File: src/rtl/b64enc_pkg.sv
package b64enc_pkg;

    // Job queue between the byte front and the character back.
    localparam int QDEPTH = 4;
    localparam int QAW    = $clog2(QDEPTH);

    localparam logic [6:0] CHAR_PAD   = 7'h3D;  // '='
    localparam logic [6:0] CHAR_PLUS  = 7'h2B;  // '+'
    localparam logic [6:0] CHAR_SLASH = 7'h2F;  // '/'
    localparam logic [6:0] OFS_UPPER  = 7'd65;  // 'A'
    localparam logic [6:0] OFS_LOWER  = 7'd71;  // 'a' - 26
    localparam logic [6:0] OFS_DIGIT  = 7'd4;   // 52 - '0', subtracted

    localparam logic [1:0] PHASE_FIRST  = 2'd0;
    localparam logic [1:0] PHASE_SECOND = 2'd1;
    localparam logic [1:0] PHASE_THIRD  = 2'd2;

    typedef struct packed {
        logic [7:0] data_byte;
        logic       end_of_message;
    } t_in;

    typedef struct packed {
        logic [6:0] out_char;
        logic       last_char;
    } t_out;

    // One byte's worth of output characters, up to four.
    typedef struct packed {
        logic [3:0][5:0] sextet;
        logic [3:0]      pad;
        logic [1:0]      last_idx;
        logic            eom;
    } t_job;

    function automatic logic [6:0] sextet_char(input logic [5:0] v);
        logic [6:0] c;
        case (v) inside
            [6'd0:6'd25]:  c = 7'(v) + OFS_UPPER;
            [6'd26:6'd51]: c = 7'(v) + OFS_LOWER;
            [6'd52:6'd61]: c = 7'(v) - OFS_DIGIT;
            6'd62:         c = CHAR_PLUS;
            default:       c = CHAR_SLASH;
        endcase
        return c;
    endfunction

endpackage

File: src/rtl/b64enc_front.sv
module b64enc_front (
    input  logic                i_clk,
    input  logic                i_rst_n,
    input  logic                i_valid,
    input  b64enc_pkg::t_in     i_in,
    input  logic                i_full,
    output logic                o_push,
    output b64enc_pkg::t_job    o_job
);
    import b64enc_pkg::*;

    logic [1:0] r_phase, n_phase;
    logic [3:0] r_left,  n_left;
    logic [7:0] b;
    logic       eom;

    assign b      = i_in.data_byte;
    assign eom    = i_in.end_of_message;
    assign o_push = i_valid && !i_full;

    always_comb begin
        o_job        = '0;
        o_job.eom    = eom;
        n_phase      = r_phase;
        n_left       = r_left;
        case (r_phase)
            PHASE_SECOND: begin
                o_job.sextet[0] = {r_left[1:0], b[7:4]};
                if (eom) begin
                    o_job.sextet[1] = {b[3:0], 2'b00};
                    o_job.pad[2]    = 1'b1;
                    o_job.last_idx  = 2'd2;
                end else begin
                    n_left  = b[3:0];
                    n_phase = PHASE_THIRD;
                end
            end
            PHASE_THIRD: begin
                o_job.sextet[0] = {r_left, b[7:6]};
                o_job.sextet[1] = b[5:0];
                o_job.last_idx  = 2'd1;
                n_left          = '0;
                n_phase         = PHASE_FIRST;
            end
            default: begin
                o_job.sextet[0] = b[7:2];
                if (eom) begin
                    o_job.sextet[1] = {b[1:0], 4'b0000};
                    o_job.pad[2]    = 1'b1;
                    o_job.pad[3]    = 1'b1;
                    o_job.last_idx  = 2'd3;
                end else begin
                    n_left  = {2'b00, b[1:0]};
                    n_phase = PHASE_SECOND;
                end
            end
        endcase
        if (eom) begin
            n_phase = PHASE_FIRST;
            n_left  = '0;
        end
    end

    always_ff @(posedge i_clk) begin
        if (!i_rst_n) begin
            r_phase <= PHASE_FIRST;
            r_left  <= '0;
        end else if (o_push) begin
            r_phase <= n_phase;
            r_left  <= n_left;
        end
    end

    // message end always returns to a clean group
    a_eom_clears: assert property (@(posedge i_clk) disable iff (!i_rst_n)
        (o_push && eom) |=> (r_phase == PHASE_FIRST && r_left == '0))
        else $error("group state not cleared after last byte");

    // after the first byte only two leftover bits are live
    a_left_narrow: assert property (@(posedge i_clk) disable iff (!i_rst_n)
        (r_phase == PHASE_SECOND) |-> (r_left[3:2] == 2'b00))
        else $error("stray leftover bits in second phase");

endmodule

File: src/rtl/b64enc_queue.sv
module b64enc_queue (
    input  logic                i_clk,
    input  logic                i_rst_n,
    input  logic                i_push,
    input  b64enc_pkg::t_job    i_job,
    output logic                o_full,
    output logic                o_job_valid,
    input  logic                i_pop,
    output b64enc_pkg::t_job    o_job
);
    import b64enc_pkg::*;

    t_job           r_mem [QDEPTH];
    logic [QAW-1:0] r_wr_ptr, r_rd_ptr;
    logic [QAW:0]   r_count;

    assign o_full      = (r_count == (QAW+1)'(QDEPTH));
    assign o_job_valid = (r_count != '0);
    assign o_job       = r_mem[r_rd_ptr];

    always_ff @(posedge i_clk) begin
        if (i_push) begin
            r_mem[r_wr_ptr] <= i_job;
        end
    end

    always_ff @(posedge i_clk) begin
        if (!i_rst_n) begin
            r_wr_ptr <= '0;
            r_rd_ptr <= '0;
            r_count  <= '0;
        end else begin
            if (i_push) begin
                r_wr_ptr <= r_wr_ptr + 1'b1;
            end
            if (i_pop) begin
                r_rd_ptr <= r_rd_ptr + 1'b1;
            end
            if (i_push && !i_pop) begin
                r_count <= r_count + 1'b1;
            end else if (i_pop && !i_push) begin
                r_count <= r_count - 1'b1;
            end
        end
    end

    a_no_underflow: assert property (@(posedge i_clk) disable iff (!i_rst_n)
        i_pop |-> (r_count != '0))
        else $error("pop from empty job queue");

    a_no_overflow: assert property (@(posedge i_clk) disable iff (!i_rst_n)
        r_count <= (QAW+1)'(QDEPTH))
        else $error("job queue count beyond depth");

endmodule

File: src/rtl/b64enc_back.sv
module b64enc_back (
    input  logic                i_clk,
    input  logic                i_rst_n,
    input  logic                i_job_valid,
    input  b64enc_pkg::t_job    i_job,
    output logic                o_pop,
    output logic                o_valid,
    output b64enc_pkg::t_out    o_out,
    input  logic                i_stall
);
    import b64enc_pkg::*;

    t_job       r_job;
    logic       r_busy;
    logic [1:0] r_idx;
    logic       xfer;
    logic       job_end;

    assign xfer    = r_busy && !i_stall;
    assign job_end = xfer && (r_idx == r_job.last_idx);
    assign o_pop   = i_job_valid && (!r_busy || job_end);
    assign o_valid = r_busy;

    always_comb begin
        o_out.out_char  = r_job.pad[r_idx] ? CHAR_PAD : sextet_char(r_job.sextet[r_idx]);
        o_out.last_char = r_job.eom && (r_idx == r_job.last_idx);
    end

    always_ff @(posedge i_clk) begin
        if (o_pop) begin
            r_job <= i_job;
        end
    end

    always_ff @(posedge i_clk) begin
        if (!i_rst_n) begin
            r_busy <= 1'b0;
            r_idx  <= '0;
        end else if (o_pop) begin
            r_busy <= 1'b1;
            r_idx  <= '0;
        end else if (job_end) begin
            r_busy <= 1'b0;
        end else if (xfer) begin
            r_idx <= r_idx + 1'b1;
        end
    end

    a_idx_bound: assert property (@(posedge i_clk) disable iff (!i_rst_n)
        r_busy |-> (r_idx <= r_job.last_idx))
        else $error("character index past end of job");

    a_hold_on_stall: assert property (@(posedge i_clk) disable iff (!i_rst_n)
        (r_busy && i_stall) |=> (r_busy && $stable(r_idx)))
        else $error("character advanced while stalled");

endmodule

File: src/rtl/base64_stream_encoder_unit.sv
// Streaming Base64 encoder, standard alphabet A-Z a-z 0-9 + / with '=' padding.
// Input channel: one raw byte per transfer (i_in.data_byte), with
//   i_in.end_of_message set on the last byte of a message. o_stall pushes back.
// Output channel: one 7-bit ASCII character per transfer (o_out.out_char);
//   o_out.last_char marks the final character of each encoded message.
// Per byte: the first, second and third byte of a group give 1, 1 and 2
//   characters; a last byte in the first slot gives 4, in the second slot 3.
// Path: a taken byte is written into the job queue, then loaded into the back
//   end's job register, which drives its first character onto o_out.
// Throughput: the back end sends one character per cycle while i_stall is low;
//   a group of three bytes makes four characters.
//   The front takes a byte every cycle until the 4-entry job queue fills.
// Reset (i_rst_n low, synchronous): queue emptied, group phase back to the
//   first byte, no character pending.
// Receiver stall: the current character holds; the queue absorbs up to four
//   bytes, then o_stall rises until the back end drains a job.
module base64_stream_encoder_unit (
    input  logic                i_clk,
    input  logic                i_rst_n,
    input  logic                i_valid,
    input  b64enc_pkg::t_in     i_in,
    output logic                o_stall,
    output logic                o_valid,
    output b64enc_pkg::t_out    o_out,
    input  logic                i_stall
);
    import b64enc_pkg::*;

    t_job q_in_job;   // classified byte from the front
    t_job q_out_job;  // head of the queue
    logic q_push;
    logic q_full;
    logic q_job_valid;
    logic q_pop;

    assign o_stall = q_full;

    // front: tracks group phase and leftover bits, splits each byte into sextets
    b64enc_front u_front (
        .i_clk   (i_clk),
        .i_rst_n (i_rst_n),
        .i_valid (i_valid),
        .i_in    (i_in),
        .i_full  (q_full),
        .o_push  (q_push),
        .o_job   (q_in_job)
    );

    // decouples byte intake from character output
    b64enc_queue u_queue (
        .i_clk       (i_clk),
        .i_rst_n     (i_rst_n),
        .i_push      (q_push),
        .i_job       (q_in_job),
        .o_full      (q_full),
        .o_job_valid (q_job_valid),
        .i_pop       (q_pop),
        .o_job       (q_out_job)
    );

    // back: serializes a job one character per transfer, maps to ASCII
    b64enc_back u_back (
        .i_clk       (i_clk),
        .i_rst_n     (i_rst_n),
        .i_job_valid (q_job_valid),
        .i_job       (q_out_job),
        .o_pop       (q_pop),
        .o_valid     (o_valid),
        .o_out       (o_out),
        .i_stall     (i_stall)
    );

endmodule
File: config.mk
export PLATFORM = sky130hd
export DESIGN_NAME = base64_stream_encoder_unit
export DESIGN_NICKNAME = d
export VERILOG_FILES = /design/src/rtl/b64enc_pkg.sv /design/src/rtl/b64enc_front.sv /design/src/rtl/b64enc_queue.sv /design/src/rtl/b64enc_back.sv /design/src/rtl/base64_stream_encoder_unit.sv
export SDC_FILE = /design/constraint.sdc
export NUM_CORES = 1
export LEC_CHECK = 0
export ABC_CLOCK_PERIOD_IN_PS = 4830
export BUFFER_PORTS_ARGS = -buffer_cell sky130_fd_sc_hd__clkbuf_2
export CAP_MARGIN = 20
export CELL_PAD_IN_SITES_DETAIL_PLACEMENT = 0
export CELL_PAD_IN_SITES_GLOBAL_PLACEMENT = 1
export CORE_ASPECT_RATIO = 0.9
export CORE_MARGIN = 2
export CORE_UTILIZATION = 55
export DETAILED_ROUTE_END_ITERATION = 8
export PLACE_DENSITY = 0.91
export SYNTH_ARGS = -nofsm -noshare
export SYNTH_HDL_FRONTEND = slang
export SYNTH_SLANG_ARGS = --single-unit
File: constraint.sdc
create_clock -name i_clk -period 4.83 [get_ports i_clk]
set_input_delay 0.966 -clock i_clk [delete_from_list [all_inputs] [get_ports i_clk]]
set_output_delay 0.966 -clock i_clk [all_outputs]
set_load 0.01 [all_outputs]
==> summary.txt, run 1 <==
Run status
  – Status: complete, no violations

Placed design
  – Port bufs: 22
  – Routability cong.: around 0.81
  – Placed inst area: 0.004788 mm^2
  – Post-detail-place hpwl: 5611 um

Synthesis
  – Post-Synthesis Cells: 332
  – Synth warnings: 0
  – Syn nets: 360
  – Synth area leader: edfxtp_1
  – Share of the synthesized area in the top cell type: between 50 and 60%
  – Top post-synthesis cells by count: edfxtp_1, nand2_1, mux4_2
  – Syn Area/Cell: 13.97 um^2
  – FFs w/ async S/R, synth: 0%
  – Flops & latches, synth: 101
  – Mapped cell area: 0.004637 mm^2
  – Synth cell types: 46
  – Ys flop type: edfxtp_1
  – Most common cell in the netlist: edfxtp_1
  – Number of synthesized flops with an enable pin: 85
  – Post-synthesis sequential area ratio: slightly above 60%
  – Top post-synthesis cells by area: edfxtp_1, mux4_2, dfxtp_1

Finish
  – Utilization after layout: about three fifths
  – Fin nets: 377
  – Layout area overhead: 7.124%
  – Final instance area: 0.004967 mm^2
  – FILL cells: roughly 620
  – Inserted Diodes: 0
  – Share of cells above drive strength 1: 16.95%

Timing
  – Crit share post-route: 92.32%
  – Final hold violation count: 0
  – Final setup TNS: 0 ps
  – Fmax: 224.3 MHz
  – RSZ-0062 raised after global routing: no
  – Final setup vio count: 0
  – Max-slew violations: 0
  – Skew final: between 10 and 15 ps
  – Slew @ Worst Pin: slightly below 900 ps
  – Hold_ws: 468.5 ps
  – Fin crit period: 4459 ps
  – Slew margin rel.: 40.93%

Floorplanning
  – # IOs: 23
  – Die extent in y: 91.11 um
  – Die area: 0.009182 mm^2
  – Row cnt: 31
  – Initial Utilization: 57.20%
  – Core area: 0.008107 mm^2
  – Chip width: 100.8 um

Route
  – Post-route DRC: 0
  – DR iter-0 viols: a little under 200
  – Final ANT Viol Nets: 0
  – Total Wirelength: 7972 um
  – Avg WL per Cell: 17.60 um
  – Drt pass-1 iters: 4
  – Via density: 5.876
  – Vias: 2662

Power and ir drop
  – Clock network power share: 17.4%
  – Comb pwr share: 37.9%
  – Switching pwr: 0.9978 mW
  – Sw frac: 35.51%
  – Sequential Power Share: 44.7%
  – Maximum VDD drop: around 0.00024 V
  – P_int: between 1.5 and 2 mW
  – Pwr/cell area: about 570 mW/mm^2
  – Leakage: about 1.7 nW

Setup path
  – Setup Crit Path Kind: flop to output port
  – CP arrival: 3490 ps
  – Startpoint Class: flop
  – CP required: 3860 ps
  – R2R Setup Slk: 2100 ps
  – Worst Path Buf+Inv: 2
  – Cell chain of the critical path: mux2i_1, nor2_1, inv_1, ha_1, or3_1, o311a_1, a211o_1, a31oi_1, clkbuf_2
  – CP Max Fanout: 16
  – Slowest CP cell: dfxtp_1
  – Crit-path leading delay family: simple AND/OR/NAND/NOR gates
  – CP peak stage delay: 760 ps
  – CP Capture Type: output port

Global routing
  – Vias in the first global route: ~2.7k
  – First-pass GRT wire length: 13410 um
  – GRT Overall Usage: about a fifth
  – Gr ovfl total: 0
  – Antenna violations before repair: 0
  – Pin count of the biggest net entering global routing: 23

Clocking
  – Clock slew at reported path FFs: 90 ps
  – TritonCTS buffer count: 9
  – Root Buffer: clkbuf_8
  – # hold bufs at CTS: 0
  – Post-CTS Resized: 0
  – Clk_lat worst skew: 360 ps
  – CTS tree: built
  – CTS Buffer Depth: 2
  – Setup bufs post-CTS: 0
  – CTS sink count: between 100 and 150
  – H-Tree Level Count: 3

Min path
  – Hold crit path type: flop to flop

Run
  – Max-cap violations: 0
[per-layer routing]
metal | track usage (%) | wire, um | part of all wire, %
met1 | 25.68 | 3578 | 45
met2 | 31.39 | 3896 | 49
met3 | 3.310 | 319 | 4.0
met4 | 7.763 | 178 | 2.2
met5 | 0 | 0 | 0
[per-stage QoR]
step | worst slack [ps] | power, mW | instances
after CTS | 380.1 | 2.824 | 453
after detailed placement | 792.2 | 2.343 | 437
final | 371.1 | 2.810 | 453
after floorplan | 1468 | 2.060 | 332
after global routing | 77.36 | 2.996 | 453
after global placement | 919.8 | 2.306 | 437
[layout by cell type (no fill, tap or decap), types with 2 or more instances in the layout]
master    instances
edfxtp_1         85
nand2_1          27
clkbuf_2         22
mux4_2           17
dfxtp_1          16
nor2_1           15
and2_1           15
inv_1            14
o21ai_0          14
ha_1             14
xnor2_1          10
a21oi_1           9
a21boi_0          9
clkbuf_8          9
mux2i_1           7
nand3_1           7
nor2b_1           6
a22oi_1           6
xor2_1            5
inv_6             4
nand3b_1          3
a31oi_1           3
or3_1             3
a22o_1            3
nor3b_1           2
o31ai_1           2
or2_2             2
nor3_1            2
a32oi_1           2
[path summary, 6_finish.rpt]
| check | start | end | depth (start not counted) |
|---|---|---|---|
| hold reg to reg | u_front.r_left[2]$_SDFFE_PN0P_ | u_front.r_left[2]$_SDFFE_PN0P_ | 2 |
| setup / recovery | u_back.r_idx[0]$_SDFFE_PP0P_ | o_out[2] | 9 |
| hold / removal | u_front.r_left[2]$_SDFFE_PN0P_ | u_front.r_left[2]$_SDFFE_PN0P_ | 2 |
| setup reg to reg | u_back.r_idx[0]$_SDFFE_PP0P_ | u_queue.r_count[2]$_SDFFE_PN0P_ | 9 |
[cells by family (layout without fill, tap and decap cells)]
group	Yosys count	after routing	synth area share [%]
flip-flops	101	101	61.95
AND/OR/NAND/NOR	86	86	9.228
AO/OA/AOI/OAI	59	59	8.635
buffers and inverters	31	53	3.076
multiplexers	25	25	10.06
adder cells (fa/ha/maj)	15	15	4.209
XOR/XNOR	15	15	2.833
[flip-flops by register name (all words and copies together) (netlist names)]
register / count
u_queue.r_count: 3
u_queue.r_wr_ptr: 2
u_back.r_idx: 2
u_back.r_job: 17
u_queue.r_rd_ptr: 2
u_back.o_valid: 1
u_front.r_left: 4
u_queue.r_mem: 68
u_front.r_phase: 2
[power groups by stage]
stage | sequential, mW | clock, mW | combinational, mW
2_1_floorplan | 1.22 | 0 | 0.835
3_3_place_gp | 1.27 | 0 | 1.04
3_5_place_dp | 1.28 | 0 | 1.06
4_1_cts | 1.26 | 0.497 | 1.07
5_1_grt | 1.28 | 0.528 | 1.19
6_report | 1.26 | 0.488 | 1.07
[worst min-delay path, stage by stage, from the launching register on]
cell,delay [ps]
dfxtp_1,320
nand2_1,50
a21boi_0,60
[cell type report]
type | count | area, um^2 | share of cell area (%)
sequential | 101 | 2873 | 57.83
clock buffer | 9 | 123.9 | 2.494
multi-input combinational | 200 | 1622 | 32.64
inverter | 14 | 52.55 | 1.058
tap | 99 | 123.9 | 2.494
clock inverter | 7 | 55.05 | 1.108
timing repair buffer | 23 | 117.6 | 2.368
(Power assumes the default switching activity.)
==> inputs of run 2 (changes only) <==
--- a/config.mk
+++ b/config.mk
@@ -6,7 +6,7 @@
 export NUM_CORES = 1
 export LEC_CHECK = 0
 export ABC_CLOCK_PERIOD_IN_PS = 4830
-export BUFFER_PORTS_ARGS = -buffer_cell sky130_fd_sc_hd__clkbuf_2
+export BUFFER_PORTS_ARGS = -buffer_cell sky130_fd_sc_hd__buf_4
 export CAP_MARGIN = 20
 export CELL_PAD_IN_SITES_DETAIL_PLACEMENT = 0
 export CELL_PAD_IN_SITES_GLOBAL_PLACEMENT = 1
==> summary.txt, run 2 (same netlist as run 1, synthesis figures left out) <==
Run status
  – Status: complete, no violations

Global routing
  – Antenna violations before repair: 0
  – Gr ovfl total: 0
  – Pin count of the biggest net entering global routing: 23
  – First-pass GRT wire length: 13190 um
  – GRT Overall Usage: 18.95%
  – Vias in the first global route: 2655

Placed design
  – Port bufs: 22
  – Post-detail-place hpwl: 5578 um
  – Routability cong.: around 0.83
  – Pre-CTS setup slack: 830.7 ps

Timing
  – Final setup vio count: 0
  – Max-slew violations: 0
  – Setup ws final: around 400 ps
  – Slew margin rel.: 39.06%
  – Slew @ Worst Pin: 912.9 ps
  – Crit share post-route: 91.86%
  – Final setup TNS: 0 ps
  – Fin crit period: 4437 ps
  – Final hold violation count: 0
  – RSZ-0062 raised after global routing: no
  – Fmax: 225.4 MHz
  – Skew final: 9.429 ps

Route
  – Final ANT Viol Nets: 0
  – Drt pass-1 iters: 4
  – DR iter-0 viols: 193
  – Avg WL per Cell: between 15 and 20 um
  – Vias: 2645
  – Post-route DRC: 0
  – Total Wirelength: 7984 um
  – Via density: ~5.8

Setup path
  – Reg2reg path depth: 9
  – CP required: 3860 ps
  – CP Max Fanout: 16
  – CP Capture Type: output port
  – CP peak stage delay: 760 ps
  – Startpoint Class: flop
  – Slowest CP cell: dfxtp_1
  – Cell chain of the critical path: mux2i_1, nor2_1, inv_1, ha_1, or3_1, o311a_1, a211o_1, a31oi_1, buf_4
  – CP arrival: 3470 ps
  – Setup Crit Path Kind: flop to output port

Finish
  – Layout area overhead: 8.715%
  – Seq. cell area: 0.002873 mm^2
  – Commonest cells after routing, fill and taps aside: edfxtp_1, nand2_1, buf_4
  – Biggest regs: u_queue.r_mem: 68 flops, u_back.r_job: 17 flops, u_front.r_left: 4 flops
  – Fin nets: around 380
  – FILL cells: a little under 600
  – Commonest non-fill, non-tap cell in the layout: edfxtp_1
  – Share of cells above drive strength 1: between 10% and 20%
  – Max reg flops: between 60 and 70
  – Multi-input logic area: 0.001622 mm^2
  – Largest Register: u_queue.r_mem
  – Inserted Diodes: 0

Floorplanning
  – Die extent in y: ~90 um
  – Initial Utilization: 57.20%
  – Core area: between 0.008 and 0.009 mm^2
  – Row cnt: 31
  – Chip width: 100.8 um
  – Die area: 0.009182 mm^2
  – # IOs: 23

Run
  – Max-cap violations: 0

Clocking
  – Clk_lat worst skew: between 300 and 400 ps
  – CTS Buffer Depth: 2
  – Setup bufs post-CTS: 0
  – # hold bufs at CTS: 0
  – Post-CTS Resized: 0
  – Clock slew at reported path FFs: roughly 100 ps
  – Root Buffer: clkbuf_8
  – CTS tree: built
  – H-Tree Level Count: 3
  – TritonCTS buffer count: 9
  – CTS sink count: between 100 and 150

Min path
  – Hold crit path type: flop to flop
  – Worst Hold Path Cells: 2

Power and ir drop
  – Leakage: 1.727 nW
  – Pwr/cell area: 573.5 mW/mm^2
  – Maximum VDD drop: 0.0002441 V
## run 2: cell count changes in the layout (fill, tap and decap cells not counted), sizes merged
cell and change:
buf +23, clkinv -1, clkinvlp +1, clkbuf -22
## run 2: final timing paths
kind                                      to  slack (ps)                      startpoint
min           u_front.r_left[2]$_SDFFE_PN0P_         470  u_front.r_left[2]$_SDFFE_PN0P_
max                                 o_out[2]         390    u_back.r_idx[0]$_SDFFE_PP0P_
min reg2reg   u_front.r_left[2]$_SDFFE_PN0P_         470  u_front.r_left[2]$_SDFFE_PN0P_
max reg2reg  u_queue.r_count[2]$_SDFFE_PN0P_        2060    u_back.r_idx[0]$_SDFFE_PP0P_
## run 2: area by class of cell
type / instances / area share, %
Multi-Input combinational cell: 200 / 32.17
Timing Repair Buffer: 24 / 3.574
Clock inverter: 7 / 1.315
Inverter: 14 / 1.042
Tap cell: 99 / 2.457
Sequential cell: 101 / 56.99
Clock buffer: 9 / 2.457
## run 2: report_power, final
part	internal (mW)	total, mW	leakage (nW)	switching (mW)
Combinational	0.517	1.12	0.730	0.603
Sequential	1.16	1.26	0.905	0.100
Clock	0.201	0.513	0.0918	0.312
## run 2: stage by stage
| stage | cell area [um^2] | power (mW) | hold WS [ps] | utilization (%) | instances |
|---|---|---|---|---|---|
| global route | 5041 | 3.078 | 490.7 | 62.19 | 454 |
| global placement | 4851 | 2.373 | 447.8 | 59.84 | 438 |
| detailed placement | 4851 | 2.398 | 455.5 | 59.84 | 438 |
| finish | 5041 | 2.891 | 466.0 | 62.19 | 454 |
| floorplan | 4637 | 2.060 | 440.7 | - | 332 |
| CTS | 5041 | 2.900 | 469.6 | 62.19 | 454 |
## run 2: metal layers
layer | wire, um | track usage (%) | vias to the layer above
met5 | 0 | 0 | -
met4 | 63 | 4.680 | 0
met3 | 335 | 5.312 | 8
met2 | 3957 | 30.22 | 60
met1 | 3628 | 25.89 | 1304
li1 | - | - | 1273
## run 2: critical path: cells and delay by family (launching register included)
kind,cells,cell delay [ps]
adders and majority gates,1,280
DFF,1,760
and+or+nand+nor,2,790
buffers and inverters,2,270
muxes,1,160
AOI/OAI and AO/OA,3,820
